<file path="src/sv/arl_pkg.sv">
// Shared types and constants for the address range lookup unit.
`default_nettype none

package arl_pkg;

    localparam int TABLE_DEPTH = 1024;
    localparam int ADDR_W      = 32;
    localparam int IDX_W       = $clog2(TABLE_DEPTH);
    localparam int CNT_W       = IDX_W + 1;
    localparam int ENTRY_IDX_W = 10;

    typedef logic [IDX_W-1:0]       t_idx;
    typedef logic [CNT_W-1:0]       t_cnt;
    typedef logic [ENTRY_IDX_W-1:0] t_entry_idx;
    typedef logic [ADDR_W-1:0]      t_addr;

    typedef enum logic [1:0] {
        CMD_CLEAR  = 2'd0,
        CMD_APPEND = 2'd1,
        CMD_LOOKUP = 2'd2,
        CMD_NOP    = 2'd3
    } t_cmd;

    typedef enum logic [1:0] {
        ST_DONE  = 2'd0,
        ST_FOUND = 2'd1,
        ST_MISS  = 2'd2,
        ST_FULL  = 2'd3
    } t_status;

    typedef enum logic [1:0] {
        S_IDLE,
        S_APPEND,
        S_SEARCH
    } t_state;

    typedef struct packed {
        logic [1:0]  cmd;
        logic [31:0] addr_value;
    } t_in_beat;

    typedef struct packed {
        logic [1:0]  status;
        logic [9:0]  entry_index;
        logic [31:0] region_start;
        logic [31:0] region_length;
    } t_out_beat;

    typedef struct packed {
        t_addr start;
        t_addr length;
    } t_entry;

    typedef struct packed {
        logic   en;
        t_idx   addr;
        t_entry data;
    } t_mem_wr;

endpackage

`default_nettype wire

</file>
<file path="src/sv/arl_ctrl.sv">
// Command sequencer: append writes, binary search probes and result register.
`default_nettype none

module arl_ctrl (
    input  wire logic                i_clk,
    input  wire logic                i_rst_n,
    input  wire logic                i_start,
    input  wire arl_pkg::t_in_beat   i_beat,
    output logic                     o_busy,
    output logic                     o_done,
    output arl_pkg::t_out_beat       o_result,
    output arl_pkg::t_mem_wr         o_wr,
    output arl_pkg::t_idx            o_rd_addr,
    input  wire arl_pkg::t_entry     i_rd_data
);

    arl_pkg::t_state    r_state, n_state;
    arl_pkg::t_cnt      r_count, n_count;
    logic               r_out_valid, n_out_valid;
    arl_pkg::t_out_beat r_out, n_out;
    arl_pkg::t_addr     r_last_start, n_last_start;
    arl_pkg::t_addr     r_key, n_key;
    arl_pkg::t_cnt      r_lo, n_lo;
    arl_pkg::t_cnt      r_hi, n_hi;
    arl_pkg::t_idx      r_mid, n_mid;

    arl_pkg::t_cnt      s_lo, s_hi, s_mid;
    arl_pkg::t_addr     s_off;

    always_ff @(posedge i_clk) begin
        if (!i_rst_n) begin
            r_state     <= arl_pkg::S_IDLE;
            r_count     <= '0;
            r_out_valid <= 1'b0;
        end else begin
            r_state     <= n_state;
            r_count     <= n_count;
            r_out_valid <= n_out_valid;
        end
    end

    always_ff @(posedge i_clk) begin
        r_out        <= n_out;
        r_last_start <= n_last_start;
        r_key        <= n_key;
        r_lo         <= n_lo;
        r_hi         <= n_hi;
        r_mid        <= n_mid;
    end

    always_comb begin
        n_state      = r_state;
        n_count      = r_count;
        n_out_valid  = 1'b0;
        n_out        = r_out;
        n_last_start = r_last_start;
        n_key        = r_key;
        n_lo         = r_lo;
        n_hi         = r_hi;
        n_mid        = r_mid;
        o_wr         = '0;
        o_rd_addr    = r_mid;
        s_lo         = r_lo;
        s_hi         = r_hi;
        s_mid        = '0;
        s_off        = r_key - i_rd_data.start;

        case (r_state)
            arl_pkg::S_IDLE: begin
                if (i_start) begin
                    n_key = i_beat.addr_value;
                    n_out = '0;
                    case (i_beat.cmd)
                        arl_pkg::CMD_CLEAR: begin
                            n_count     = '0;
                            n_out_valid = 1'b1;
                        end
                        arl_pkg::CMD_APPEND: begin
                            if (r_count == arl_pkg::t_cnt'(arl_pkg::TABLE_DEPTH)) begin
                                n_out_valid = 1'b1;
                                n_out.status = arl_pkg::ST_FULL;
                            end else begin
                                // close the previous region
                                o_wr.en          = (r_count != '0);
                                o_wr.addr        = arl_pkg::t_idx'(r_count - 1'b1);
                                o_wr.data.start  = r_last_start;
                                o_wr.data.length = i_beat.addr_value - r_last_start;
                                n_state          = arl_pkg::S_APPEND;
                            end
                        end
                        arl_pkg::CMD_LOOKUP: begin
                            if (r_count == '0) begin
                                n_out_valid  = 1'b1;
                                n_out.status = arl_pkg::ST_MISS;
                            end else begin
                                n_lo      = '0;
                                n_hi      = r_count - 1'b1;
                                s_mid     = (r_count - 1'b1) >> 1;
                                n_mid     = arl_pkg::t_idx'(s_mid);
                                o_rd_addr = arl_pkg::t_idx'(s_mid);
                                n_state   = arl_pkg::S_SEARCH;
                            end
                        end
                        default: begin
                            n_out_valid = 1'b1;
                        end
                    endcase
                end
            end

            arl_pkg::S_APPEND: begin
                o_wr.en           = 1'b1;
                o_wr.addr         = arl_pkg::t_idx'(r_count);
                o_wr.data.start   = r_key;
                o_wr.data.length  = '0;
                n_count           = r_count + 1'b1;
                n_last_start      = r_key;
                n_out_valid       = 1'b1;
                n_out             = '0;
                n_out.status      = arl_pkg::ST_DONE;
                n_out.entry_index = arl_pkg::t_entry_idx'(r_count);
                n_state           = arl_pkg::S_IDLE;
            end

            arl_pkg::S_SEARCH: begin
                n_out = '0;
                if (r_key < i_rd_data.start) begin
                    if (r_mid == '0) begin
                        n_out_valid  = 1'b1;
                        n_out.status = arl_pkg::ST_MISS;
                        n_state      = arl_pkg::S_IDLE;
                    end else begin
                        s_hi = arl_pkg::t_cnt'(r_mid) - 1'b1;
                    end
                end else if (s_off < i_rd_data.length) begin
                    n_out_valid         = 1'b1;
                    n_out.status        = arl_pkg::ST_FOUND;
                    n_out.entry_index   = arl_pkg::t_entry_idx'(r_mid);
                    n_out.region_start  = i_rd_data.start;
                    n_out.region_length = i_rd_data.length;
                    n_state             = arl_pkg::S_IDLE;
                end else begin
                    s_lo = arl_pkg::t_cnt'(r_mid) + 1'b1;
                end

                if (n_state == arl_pkg::S_SEARCH) begin
                    n_lo = s_lo;
                    n_hi = s_hi;
                    if (s_lo <= s_hi) begin
                        s_mid     = s_lo + ((s_hi - s_lo) >> 1);
                        n_mid     = arl_pkg::t_idx'(s_mid);
                        o_rd_addr = arl_pkg::t_idx'(s_mid);
                    end else begin
                        n_out_valid  = 1'b1;
                        n_out.status = arl_pkg::ST_MISS;
                        n_state      = arl_pkg::S_IDLE;
                    end
                end
            end

            default: begin
                n_state = arl_pkg::S_IDLE;
            end
        endcase
    end

    assign o_busy   = (r_state != arl_pkg::S_IDLE);
    assign o_done   = r_out_valid;
    assign o_result = r_out;

endmodule

`default_nettype wire

</file>
<file path="config.mk">
export PLATFORM = sky130hd
export DESIGN_NAME = arl_ctrl
export DESIGN_NICKNAME = d
export VERILOG_FILES = /design/src/sv/arl_pkg.sv /design/src/sv/arl_ctrl.sv
export SDC_FILE = /design/constraint.sdc
export NUM_CORES = 1
export LEC_CHECK = 0
export ABC_AREA = 1
export BUFFER_PORTS_ARGS = -buffer_cell sky130_fd_sc_hd__buf_2
export CORE_MARGIN = 2
export CORE_UTILIZATION = 55
export DETAILED_ROUTE_END_ITERATION = 10
export PLACE_DENSITY = 0.77
export SLEW_MARGIN = 20
export SYNTH_ARGS = -nofsm -noshare
export SYNTH_HDL_FRONTEND = slang
export SYNTH_SLANG_ARGS = --single-unit
</file>
<file path="constraint.sdc">
create_clock -name i_clk -period 6.92 [get_ports i_clk]
set_input_delay 0.346 -clock i_clk [delete_from_list [all_inputs] [get_ports i_clk]]
set_output_delay 0.346 -clock i_clk [all_outputs]
set_load 0.005 [all_outputs]
</file>
==> results.md <==
* CP Data Required Time at 6.57 ns
* Setup TNS Final at 0 ns
* Largest area contributor in the netlist: edfxtp_1
* Maximum buffer depth of the clock tree at 2
* Library cell with the highest instance count after synthesis: nand2_1
* Routability Congestion at 0.9462
* Relative max-transition margin at between 30% and 40%
* Clock tree from TritonCTS: done
* Destination of the worst register-to-register timing path: r_mid[6]$_DFF_P_
* Top flip-flop cell by instance count after synthesis: edfxtp_1
* Std cell rows at 57
* Die width at ~160 microns
* Clock-pin slew of the registers on the worst-case setup and hold paths at approximately 0.080 ns
* Cell area power density at 375.5 mW/mm^2
* Remaining global-route overflow at 0
* Largest cells by area after synthesis: edfxtp_1, ha_1, nand2_1
* Worst Path Max Fanout at 5
* Sum of routed wire length over all layers at roughly 40 mm
* Number of buffer cells added on primary ports at 263
* Count of different cell masters after synthesis at 55
* Via density at between 5 and 6
* Relative area change from synthesis to final layout at 23.37%
* GRT Util Overall at between 30% and 40%
* Avg Cell Area, Syn at ~8.1 sq um
* Library cell contributing the largest single delay on the critical path: edfxtp_1
* Number of synthesized register bits at 186
* Effective utilization at floorplan at between 50% and 60%
* Largest stage delay on the critical path at 0.41 ns
* Number of synthesis warnings at 0
* I/O pin count at ~260
* Clock sinks at around 190
* R2r startpoint: r_key[0]$_DFFE_PP_
* Iteration-0 DRC count of the detailed router at between 1,000 and 1,500
* Leading post-synthesis cells by instance count: nand2_1, inv_1, nor2_1
* Post-route ant nets at 0
* Antenna violations before repair at 5
* # hold bufs at CTS at 0
* FF-to-FF path depth at 45
* Leakage power at between 7 and 8 nW
* Final hold violations at 0
* Critical Path End Type: primary output
* Core Region at approximately 0.024 sq mm
* Number of buffers created by CTS at 17
* Total Die Area at between 0.02 and 0.03 sq mm
* Number of max-cap violations at 0
* Root Buffer: clkbuf_16
* DRC violation count after routing at 0
* Fmax achieved at about 150 MHz
* Final worst path period share at a little over nine tenths
* Chip Height at approximately 160 microns
* Cells after synthesis at between 1,500 and 2,000
* Detailed-router iteration count before antenna repair at 6
* Crit path kind: reg -> out
* Average detailed-routed wire length per instance at around 18 microns
* Number of global-route vias before repair at 11,843
* Clock latency on the worst-skew pair at roughly 0.45 ns
* Type of the most critical hold path: in -> reg
* Shortest clock period the worst path allows after layout at 6.782 ns
* Final worst clock skew at 0.01788 ns
* Final Max Tran Viols at 0
* Number of inserted filler cells in the final layout at ~2,000
* FF-to-FF setup slack at 0.85 ns
* Final Setup Violations at 0
* Maximum number of pins on one net before global-route repair at a little under 80
* Kind of start point of the critical path: register
* Wire length of the first global-routing pass at a little over 60 mm
* Power Total at approximately 6.2 mW
* Measured slew at the worst slew-check pin at 1.026 ns
* Fraction of final layout cells sized beyond drive strength 1 at approximately 24%
* EDFF count, synth at 162
* Synthesized netlist net count at about 1,900
* Via Count at 12,752
* Setup repair after global routing missed its margin: yes
* Run status: finished clean
* Arrival @ worst endpoint at approximately 6.4 ns
* Post-layout nets at about 2,200
* Maximum vdd drop at roughly 0.00038 V
* Post-synthesis instance area at 0.01340 sq mm
* # H-tree levels at 4
* Critical Path End: o_rd_addr[7]
* First element of the critical path: r_key[0]$_DFFE_PP_
* Cell total after placement at 2,223
* DPL Wire Length at approximately 31 mm
* Cell seen most often among critical-path stages: nand2_1
* Filler-free cell count of the finished design at between 2,000 and 2,500
* Top cell type's share of synthesized area at between 30% and 40%
* Sequential-to-total area share from yosys stat at 39.88%
* Share of flip-flops with an asynchronous set or reset after synthesis at 0%
-- logic make-up (layout without fill, tap and decap cells) --
logic type	Yosys count	count (layout)	share of synthesized area (%)
adder cells (fa/ha/maj)	129	129	12.27
buffers and inverters	295	596	8.532
multiplexers	4	4	0.2987
flip-flops	186	186	39.88
XOR/XNOR	69	69	4.509
AND/OR/NAND/NOR	586	586	18.64
other	0	5	0
AO/OA/AOI/OAI	389	389	15.88
-- sequential cells by signal, indices dropped and copies added, names as in the netlist --
name	count
o_done	1
o_result	76
r_count	11
r_hi	11
r_key	32
r_last_start	32
r_lo	11
r_mid	10
r_state	2
-- critical path: cells and delay by family, from the launching register on --
family / cells / cell delay [ns]
xor+xnor: 3 / 0.45
compound gates: 7 / 0.97
buf+inv: 6 / 0.69
fa+ha+maj: 5 / 1.53
simple gates: 23 / 1.91
flops: 1 / 0.41
-- repair_timing --
item / in CTS / in global routing
setup buffers: 9 / 19
resized for setup: 28 / 111
pin swaps: 13 / 45
setup endpoints to repair: 6 / 10
-- layout by cell type, fill, tap and decap left out, types with 13 or more instances in the layout --
cell,synthesis,routed
a21oi_2,2,15
nand3_1,62,57
clkbuf_16,0,18
ha_1,125,98
nor3_1,13,13
o21ai_1,10,16
o21ai_0,149,132
inv_1,247,240
inv_2,7,13
buf_4,2,43
xor2_1,42,40
nor2_1,181,175
buf_2,16,263
ha_4,0,20
dfxtp_1,24,24
a21oi_1,159,144
edfxtp_1,162,162
xnor2_1,27,24
nand2_1,282,269
-- stage by stage --
stage                     utilization [%]  hold slack, ns  cell area (sq um)  worst slack [ns]
after floorplan                         -          0.4264              13400            0.7830
after CTS                           65.66         0.08198              15830         0.0001439
final                               68.60         0.08943              16540            0.1383
after global placement              62.61          0.4282              15090            0.2373
after global routing                68.58         0.07995              16530           -0.2709
after detailed placement            62.61          0.4468              15090          -0.01934
-- layer usage --
layer / global-route usage [%] / vias to the layer above / part of all wire, %
li1: - / 6182 / -
met1: 45.29 / 5846 / 45
met2: 46.65 / 642 / 43
met3: 5.974 / 80 / 8.7
met4: 8.722 / 2 / 2.7
met5: 0 / - / 0.032
-- area by class of cell --
class | instances | area (sq um) | area share [%]
flip-flops and latches | 186 | 5345 | 32.32
well taps | 324 | 405.4 | 2.451
clock inverters | 13 | 127.6 | 0.7717
inverters | 255 | 960.9 | 5.811
repair buffers | 309 | 1673 | 10.12
clock buffers | 19 | 454.2 | 2.746
diodes | 5 | 12.51 | 0.07566
multi-input cells | 1177 | 7559 | 45.71
-- report_power, final --
group	switching, mW	total (mW)	internal, mW	leakage (nW)
Clock	0.481	0.981	0.500	0.290
Sequential	0.151	1.56	1.41	1.81
Combinational	2.12	3.67	1.54	5.89
Total	2.76	6.21	3.45	7.98
-- worst min path at each step --
| stage | depth (start not counted) | slack, ns | startpoint | end |
|---|---|---|---|---|
| 5_1_grt | 1 | 0.08 | i_beat[11] | r_key[11]$_DFFE_PP_ |
| 4_1_cts | 1 | 0.08 | i_beat[11] | r_key[11]$_DFFE_PP_ |
| 6_report | 1 | 0.09 | i_beat[11] | r_key[11]$_DFFE_PP_ |
| 3_3_place_gp | 0 | 0.43 | r_key[0]$_DFFE_PP_ | r_last_start[0]$_DFFE_PP_ |
| 2_1_floorplan | 0 | 0.43 | r_key[0]$_DFFE_PP_ | r_last_start[0]$_DFFE_PP_ |
| 3_5_place_dp | 0 | 0.45 | r_key[0]$_DFFE_PP_ | r_last_start[0]$_DFFE_PP_ |
Power figures use the tool's default switching activity.
